$ cat config.mk
export PLATFORM = sky130hd
export DESIGN_NAME = bmfc_div
export DESIGN_NICKNAME = d
export VERILOG_FILES = /design/src/rtl/bmfc_pkg.sv /design/src/rtl/bmfc_div.sv
export SDC_FILE = /design/constraint.sdc
export NUM_CORES = 2
export LEC_CHECK = 0
export BUFFER_PORTS_ARGS = -buffer_cell sky130_fd_sc_hd__buf_2
export CAP_MARGIN = 20
export CORE_ASPECT_RATIO = 0.6
export CORE_MARGIN = 2
export CORE_UTILIZATION = 44
export DETAILED_ROUTE_END_ITERATION = 12
export GPL_TIMING_DRIVEN = 0
export PLACE_DENSITY = 0.6
export RECOVER_POWER = 100
export SLEW_MARGIN = 5
export SYNTH_ARGS = -nofsm -noshare
export SYNTH_HDL_FRONTEND = slang
export SYNTH_SLANG_ARGS = --single-unit
$ cat constraint.sdc
create_clock -name clk_i -period 5.4 [get_ports clk_i]
set_input_delay 0.27 -clock clk_i [delete_from_list [all_inputs] [get_ports clk_i]]
set_output_delay 0.27 -clock clk_i [all_outputs]
set_load 0.02 [all_outputs]
$ cat src/rtl/bmfc_pkg.sv
// Shared types and constants of the box mesh face connectivity block.
`timescale 1ns / 1ps

package bmfc_pkg;

  localparam int unsigned IDX_W      = 30;
  localparam int unsigned PT_W       = 31;
  localparam int unsigned AXIS_W     = 11;
  localparam int unsigned CRD_W      = 10;
  localparam int unsigned REM_W      = 10;
  localparam int unsigned CFG_IDX_W  = 2;
  localparam int unsigned MAX_CELLS  = 1024;
  localparam int unsigned DIV_STEPS  = 2;
  localparam int unsigned DIV_STAGES = IDX_W / DIV_STEPS;

  localparam logic REQ_CELL = 1'b0;
  localparam logic REQ_EXT  = 1'b1;

  localparam logic [2:0] SIDE_XM = 3'd0;
  localparam logic [2:0] SIDE_XP = 3'd1;
  localparam logic [2:0] SIDE_YM = 3'd2;
  localparam logic [2:0] SIDE_YP = 3'd3;
  localparam logic [2:0] SIDE_ZM = 3'd4;
  localparam logic [2:0] SIDE_ZP = 3'd5;

  typedef enum logic [CFG_IDX_W-1:0] {
    CFG_CELLS_X,
    CFG_CELLS_Y,
    CFG_CELLS_Z
  } cfg_reg_e;

  typedef enum logic [1:0] {
    AX_X,
    AX_Y,
    AX_Z
  } axis_e;

  typedef struct packed {
    logic             req_type;
    logic [IDX_W-1:0] item_index;
  } in_word_t;

  typedef struct packed {
    logic [PT_W-1:0]  corner_a;
    logic [PT_W-1:0]  corner_b;
    logic [PT_W-1:0]  corner_c;
    logic [PT_W-1:0]  corner_d;
    logic [IDX_W-1:0] owner_cell;
    logic [IDX_W-1:0] neighbour_cell;
    logic [2:0]       face_side;
    logic             no_face;
    logic             bad_index;
    logic             last_result;
  } out_word_t;

  typedef struct packed {
    logic             ext;
    logic             bad;
    axis_e            region;
    logic             plus;
    logic [IDX_W-1:0] idx;
    logic [REM_W-1:0] r1;
  } pipe_t;

endpackage

$ cat src/rtl/bmfc_div.sv
// Pipelined restoring divider, two quotient bits per stage, with sideband.
`timescale 1ns / 1ps

module bmfc_div (
  input  logic                          clk_i,
  input  logic                          rst_ni,
  input  logic                          en_i,
  input  logic                          valid_i,
  input  logic [bmfc_pkg::IDX_W-1:0]    dividend_i,
  input  logic [bmfc_pkg::AXIS_W-1:0]   divisor_i,
  input  bmfc_pkg::pipe_t               side_i,
  output logic                          valid_o,
  output logic [bmfc_pkg::IDX_W-1:0]    quot_o,
  output logic [bmfc_pkg::REM_W-1:0]    rem_o,
  output bmfc_pkg::pipe_t               side_o
);

  localparam int unsigned N = bmfc_pkg::DIV_STAGES;

  logic [N-1:0]                    valid_q;
  logic [N-1:0]                    valid_d;
  logic [bmfc_pkg::REM_W-1:0]      rem_q [N];
  logic [bmfc_pkg::REM_W-1:0]      rem_d [N];
  logic [bmfc_pkg::IDX_W-1:0]      dq_q  [N];
  logic [bmfc_pkg::IDX_W-1:0]      dq_d  [N];
  logic [bmfc_pkg::AXIS_W-1:0]     dvs_q [N];
  logic [bmfc_pkg::AXIS_W-1:0]     dvs_d [N];
  bmfc_pkg::pipe_t                 side_q[N];
  bmfc_pkg::pipe_t                 side_d[N];

  always_comb begin
    logic [bmfc_pkg::REM_W:0]   trial;
    logic [bmfc_pkg::REM_W-1:0] r;
    logic [bmfc_pkg::IDX_W-1:0] q;
    for (int s = 0; s < N; s++) begin
      if (s == 0) begin
        r          = '0;
        q          = dividend_i;
        dvs_d[s]   = divisor_i;
        side_d[s]  = side_i;
        valid_d[s] = valid_i;
      end else begin
        r          = rem_q[s-1];
        q          = dq_q[s-1];
        dvs_d[s]   = dvs_q[s-1];
        side_d[s]  = side_q[s-1];
        valid_d[s] = valid_q[s-1];
      end
      for (int k = 0; k < bmfc_pkg::DIV_STEPS; k++) begin
        trial = {r, q[bmfc_pkg::IDX_W-1]};
        if (trial >= dvs_d[s]) begin
          r = bmfc_pkg::REM_W'(trial - dvs_d[s]);
          q = {q[bmfc_pkg::IDX_W-2:0], 1'b1};
        end else begin
          r = trial[bmfc_pkg::REM_W-1:0];
          q = {q[bmfc_pkg::IDX_W-2:0], 1'b0};
        end
      end
      rem_d[s] = r;
      dq_d[s]  = q;
    end
  end

  always_ff @(posedge clk_i or negedge rst_ni) begin
    if (!rst_ni) begin
      valid_q <= '0;
    end else if (en_i) begin
      valid_q <= valid_d;
    end
  end

  always_ff @(posedge clk_i) begin
    if (en_i) begin
      for (int s = 0; s < N; s++) begin
        rem_q[s]  <= rem_d[s];
        dq_q[s]   <= dq_d[s];
        dvs_q[s]  <= dvs_d[s];
        side_q[s] <= side_d[s];
      end
    end
  end

  assign valid_o = valid_q[N-1];
  assign quot_o  = dq_q[N-1];
  assign rem_o   = rem_q[N-1];
  assign side_o  = side_q[N-1];

endmodule

---- After elaboration in Yosys (flattened, before gate mapping) ----
Memories as Yosys holds them, arrays and structs flattened.
Cells that the tools add are included.
storage, ports and cells
  RAM bits ................................ 1440
  logic and storage cells ................. 127
  output and inout bits ................... 86
  memories kept ........................... 4
  flip-flop bits (word level) ............. 15
cells by class
  add/sub/neg operators ................... 30
  muxes and demuxes ....................... 62
  $lt $le $gt $ge ......................... 30
memories
  memory  depth  bits a word  rd ports  clocked after Yosys merged registers in  write ports  RTL line        source
  side_q  15     45           15        0                                        15           bmfc_div.sv:28  bmfc_pkg::pipe_t side_q[N];
  dq_q    15     30           15        0                                        15           bmfc_div.sv:24  logic [bmfc_pkg::IDX_W-1:0] dq_q [N];
  dvs_q   15     11           14        0                                        15           bmfc_div.sv:26  logic [bmfc_pkg::AXIS_W-1:0] dvs_q [N];
  rem_q   15     10           15        0                                        15           bmfc_div.sv:22  logic [bmfc_pkg::REM_W-1:0] rem_q [N];
operators by type and width
  kind                           number
  >= comparator 11 bit           29
  two-way mux 10 bit             30
  subtractor 10 bit              29
  two-way mux 1 bit              32
  >= comparator 1 x 11 -> 1 bit  1
  subtractor 1 x 10 -> 10 bit    1

---- Longest topological paths before layout ----
  word-level depth ........................ 4
  mapped depth ............................ 20
  depth with buffers taken out ............ 18

---- Least setup slack after synthesis ----
OpenSTA, ideal clock, no wires.
  kind .................................... register to register
  from .................................... memory dvs_q[1][23] (netlist bit)
  to ...................................... memory rem_q[1][39] (netlist bit), data pin
  setup slack ............................. 1210 ps
  clock period less this slack ............ 4190 ps
  arrival time ............................ 3923 ps
  cell stages (with the launch flop) ...... 19
  library setup time ...................... 267 ps
  cell sequence ........................... edfxtp_1 > inv_1 > ha_1 > nor2b_1 > o31a_1 > o41a_1 > o21bai_4 > a21oi_1 > or2_2 > ha_1 > nor2b_1 > o31a_1 > o21ai_1 > o31a_1 > buf_2 > inv_1 > buf_4 > a31oi_1 > a22oi_1
RTL lines
  what                RTL line
  start: declaration  bmfc_div.sv:26
  end: declaration    bmfc_div.sv:22

==> impl_metrics.tcl <==
set metrics [dict create \
    hp-class "input port to flop" \
    final_core_util_pct 50.6 \
    cp_top_family "compound AO/OA/AOI/OAI gates" \
    syn2layout_area_growth_pct 13.9 \
    synthSimpleGateAreaFrac_pct 6.04 \
    grt_pass1_wl_um 172000 \
    synth_edf_count 1429 \
    fmax_ghz 0.194 \
    yosysSeqAreaShare_pct 69.8 \
    place_congestion 0.885 \
    status "complete, but fails checks" \
    dieArea_um2 144000 \
    syn_nets 4466 \
    io_pins 176 \
    synth_compound_area_share_pct 8.41 \
    syn_area_um2 62000 \
    start_kind "flop" \
    worst_pin_slew_ns 4.18 \
    grt_pass1_vias 31000 \
    ys_types 96 \
    path_class "flop to flop" \
    coreArea_um2 140000 \
    worstSkewPairLatency_ns 0.76 \
    cp.arrival_ns 5.65 \
    path_clk_slew_ns 0.07 \
    skew_ns 0.0191 \
    synthCells 4026 \
    track_usage_pct 15.1 \
    path_buf_inv 4 \
    slew_violations 812 \
    cp_common_cell "inv_1" \
    final_layout_size_suffix_gt1_share_pct 12.0 \
    rows 106 \
    power_density_nw_per_um2 599 \
    path_cells "inv_1, ha_1, inv_1, fa_1, a21o_1, a221oi_2, or4b_1, o211ai_1, nand3_1, nand2_1, ha_1, nand3_1, nor3_1, a211o_1, nor2_1, inv_1, buf_2, o221ai_1" \
    finalSetupViolCount 0 \
    yosysWarnings 0 \
    drc 0 \
    antenna_found_initial 3 \
    clockRootBuffer "clkbuf_16" \
    cts_buffers 139 \
    cts_tree "built" \
    die-height_um 295 \
    synth_flop_cell "edfxtp_1" \
    via_count 33200 \
    slowest_stage "or4b_1" \
    max_stage_delay_ns 0.49 \
    synth_adder_area_share_pct 7.42 \
    relSlewSlack_pct -178 \
    synth-seq-cells 1444 \
    start_util_pct 44.4 \
    num-fill-cells 11800 \
    h-tree-depth 4 \
    die_w_um 489 \
    ant_nets 0 \
    synthXorXnorAreaFrac_pct 2.19 \
    ys_async_sr_fraction_pct 1.04 \
    vdd.ir_drop.worst_mv 0.286 \
    synth_top_family_by_area "compound AO/OA/AOI/OAI gates" \
    dp_hpwl_um 74100 \
    hold_viol_final 0 \
    critPathMaxFanout 10 \
    worstSetupEndpointType "flop" \
    rsz0062_at_grt "false" \
    overflow 0 \
    port_buffers 175 \
    cts_sinks 1444 \
    p_leak_nw 26.2 \
    fin_nets 4882 \
    critical_path_required_ns 5.88 \
    avgSynthCellArea_um2 15.4 \
    grt_max_degree 177 \
    min_period_over_period_pct 95.7 \
    violations "max-capacitance violations, max-slew violations" \
    synth_mux_area_share_pct 3.52 \
    first_iter_violations 2894 \
    routedWlPerCell_um 17.0 \
    period_minus_slack_ns 5.17 \
    drt_pass1_iterations 6 \
    max_cap_viol_count 5 \
    routed_via_density 5.16 \
    wirelength_um 109000 \
    fin_tns_setup_ns 0 \
    clockBufferDepth 3 \
]
==> layout make-up <==
cell class	count	area (um^2)	area share, %
Sequential cell	1444	43300	61.3
Multi-Input combinational cell	2213	17100	24.2
Clock buffer	172	3680	5.21
Tap cell	1890	2360	3.35
Timing Repair Buffer	275	1810	2.56
Inverter	277	1040	1.47
Clock inverter	73	777	1.10
Buffer	92	541	0.766
Antenna cell	1	2.50	0.00354
==> layout by cell type (no fill, tap or decap), types with 15 or more instances in the layout <==
cell type / netlist / routed
xnor2_1: 99 / 99
edfxtp_1: 1429 / 1429
o21a_1: 50 / 50
dfrtp_1: 15 / 15
nand4_1: 67 / 67
nand2_1: 142 / 143
o21ai_0: 114 / 114
clkinv_1: 1 / 29
a21o_1: 72 / 72
mux2i_1: 28 / 28
or3_1: 22 / 22
nor3_1: 79 / 79
buf_2: 29 / 85
o31ai_1: 20 / 21
dlygate4sd3_1: 0 / 89
clkbuf_1: 17 / 159
ha_1: 321 / 321
a21oi_1: 213 / 213
fa_1: 29 / 29
o31a_1: 21 / 21
nor2b_1: 49 / 49
xor2_1: 56 / 56
a31oi_1: 30 / 30
a211oi_1: 28 / 28
o21bai_1: 21 / 21
nand2b_1: 40 / 40
clkbuf_16: 0 / 142
a211o_1: 21 / 21
nand3_1: 80 / 80
nor2_1: 177 / 177
o211ai_1: 34 / 34
buf_4: 43 / 46
mux2_2: 169 / 158
inv_1: 268 / 269
==> Yosys cell counts (9+ instances only) <==
cell type,n,area share [%]
edfxtp_1,1429,69
ha_1,321,6.5
inv_1,268,1.6
a21oi_1,213,1.7
nor2_1,177,1.1
mux2_2,169,3.1
nand2_1,142,0.86
o21ai_0,114,0.92
xnor2_1,99,1.4
nand3_1,80,0.65
nor3_1,79,0.64
a21o_1,72,0.87
nand4_1,67,0.68
xor2_1,56,0.79
o21a_1,50,0.61
nor2b_1,49,0.49
buf_4,43,0.52
nand2b_1,40,0.40
o211ai_1,34,0.41
a31oi_1,30,0.30
buf_2,29,0.23
fa_1,29,0.94
a211oi_1,28,0.34
mux2i_1,28,0.45
or3_1,22,0.22
a211o_1,21,0.30
o21bai_1,21,0.25
o31a_1,21,0.30
o31ai_1,20,0.24
clkbuf_1,17,0.10
dfrtp_1,15,0.61
and3_1,12,0.12
o311ai_0,12,0.17
nand3b_1,11,0.13
o21ai_1,11,0.089
o221ai_1,11,0.16
a21boi_0,10,0.12
and2_1,10,0.10
a31o_2,9,0.13
or2_2,9,0.091
==> what timing repair did <==
item,in CTS,in global routing
pin swaps,0,2
hold endpoints to repair,145,0
gates resized for setup,1,11
hold buffers,89,0
endpoints found under the setup margin,1,22
setup buffers,0,2
==> state kept, by name, summed over array words and instances (netlist names) <==
| name | cells |
|---|---|
| rem_q | 150 |
| valid_q | 15 |
| dq_q | 450 |
| side_q | 675 |
| dvs_q | 154 |
==> cell families after synthesis <==
group / count (synthesis)
AOI/OAI and AO/OA: 769
xor gates and xnor gates: 155
adders and majority gates: 350
buffers and inverters: 369
DFF: 1444
muxes: 197
and+or+nand+nor: 742
==> worst reg2reg max path, cell delays in order, from the launching register on <==
cell      delay [ns]
edfxtp_1        0.44
inv_1           0.09
ha_1            0.20
inv_1           0.07
fa_1            0.39
a21o_1          0.21
a221oi_2        0.45
or4b_1          0.49
o211ai_1        0.16
nand3_1         0.14
nand2_1         0.13
ha_1            0.29
nand3_1         0.16
nor3_1          0.09
a211o_1         0.31
nor2_1          0.45
inv_1           0.15
buf_2           0.23
o221ai_1        0.46
==> stage by stage <==
stage / cells / hold slack (ns) / power, W / area (um^2) / worst slack (ns)
3_5_place_dp: 6100 / 0.206 / 0.0326 / 65500 / 0.000307
6_report: 6437 / 0.136 / 0.0423 / 70600 / 0.233
3_3_place_gp: 6091 / 0.187 / 0.0327 / 65200 / -18.82
2_1_floorplan: 4026 / -0.0256 / 0.0283 / 62000 / 1.21
5_1_grt: 6437 / 0.161 / 0.0452 / 70600 / 0.0195
4_1_cts: 6434 / 0.0577 / 0.0424 / 70800 / 0.183
==> path summary, 6_finish.rpt <==
path	slack [ns]	start	cells after the start	to
min in group asynchronous	0.64	rst_ni	3	valid_q[14]
max in group asynchronous	4.32	rst_ni	3	valid_q[5]
worst min-delay path	0.14	dividend_i[29]	4	rem_q[0][1]
worst max-delay path	0.23	dq_q[1][29]	18	rem_q[1][19]
worst min register to register	0.40	dq_q[1][43]	0	dq_q[1][75]
worst max register to register	0.23	dq_q[1][29]	18	rem_q[1][19]
==> routing by layer <==
| metal | up-vias | GRT usage [%] | routed length (um) |
|---|---|---|---|
| met5 | - | 0 | 0 |
| met4 | 0 | 4.60 | 2220 |
| met3 | 163 | 3.36 | 6450 |
| met2 | 736 | 19.1 | 41600 |
| met1 | 16000 | 25.0 | 58900 |
| li1 | 16300 | - | - |
==> report_power, final <==
| group | switching [W] | internal, W |
|---|---|---|
| clock | 0.00413 | 0.00541 |
| sequential | 0.000633 | 0.0145 |
| combinational | 0.0101 | 0.00754 |
| total | 0.0148 | 0.0275 |
Note: power is estimated with default switching activity, not from simulation.
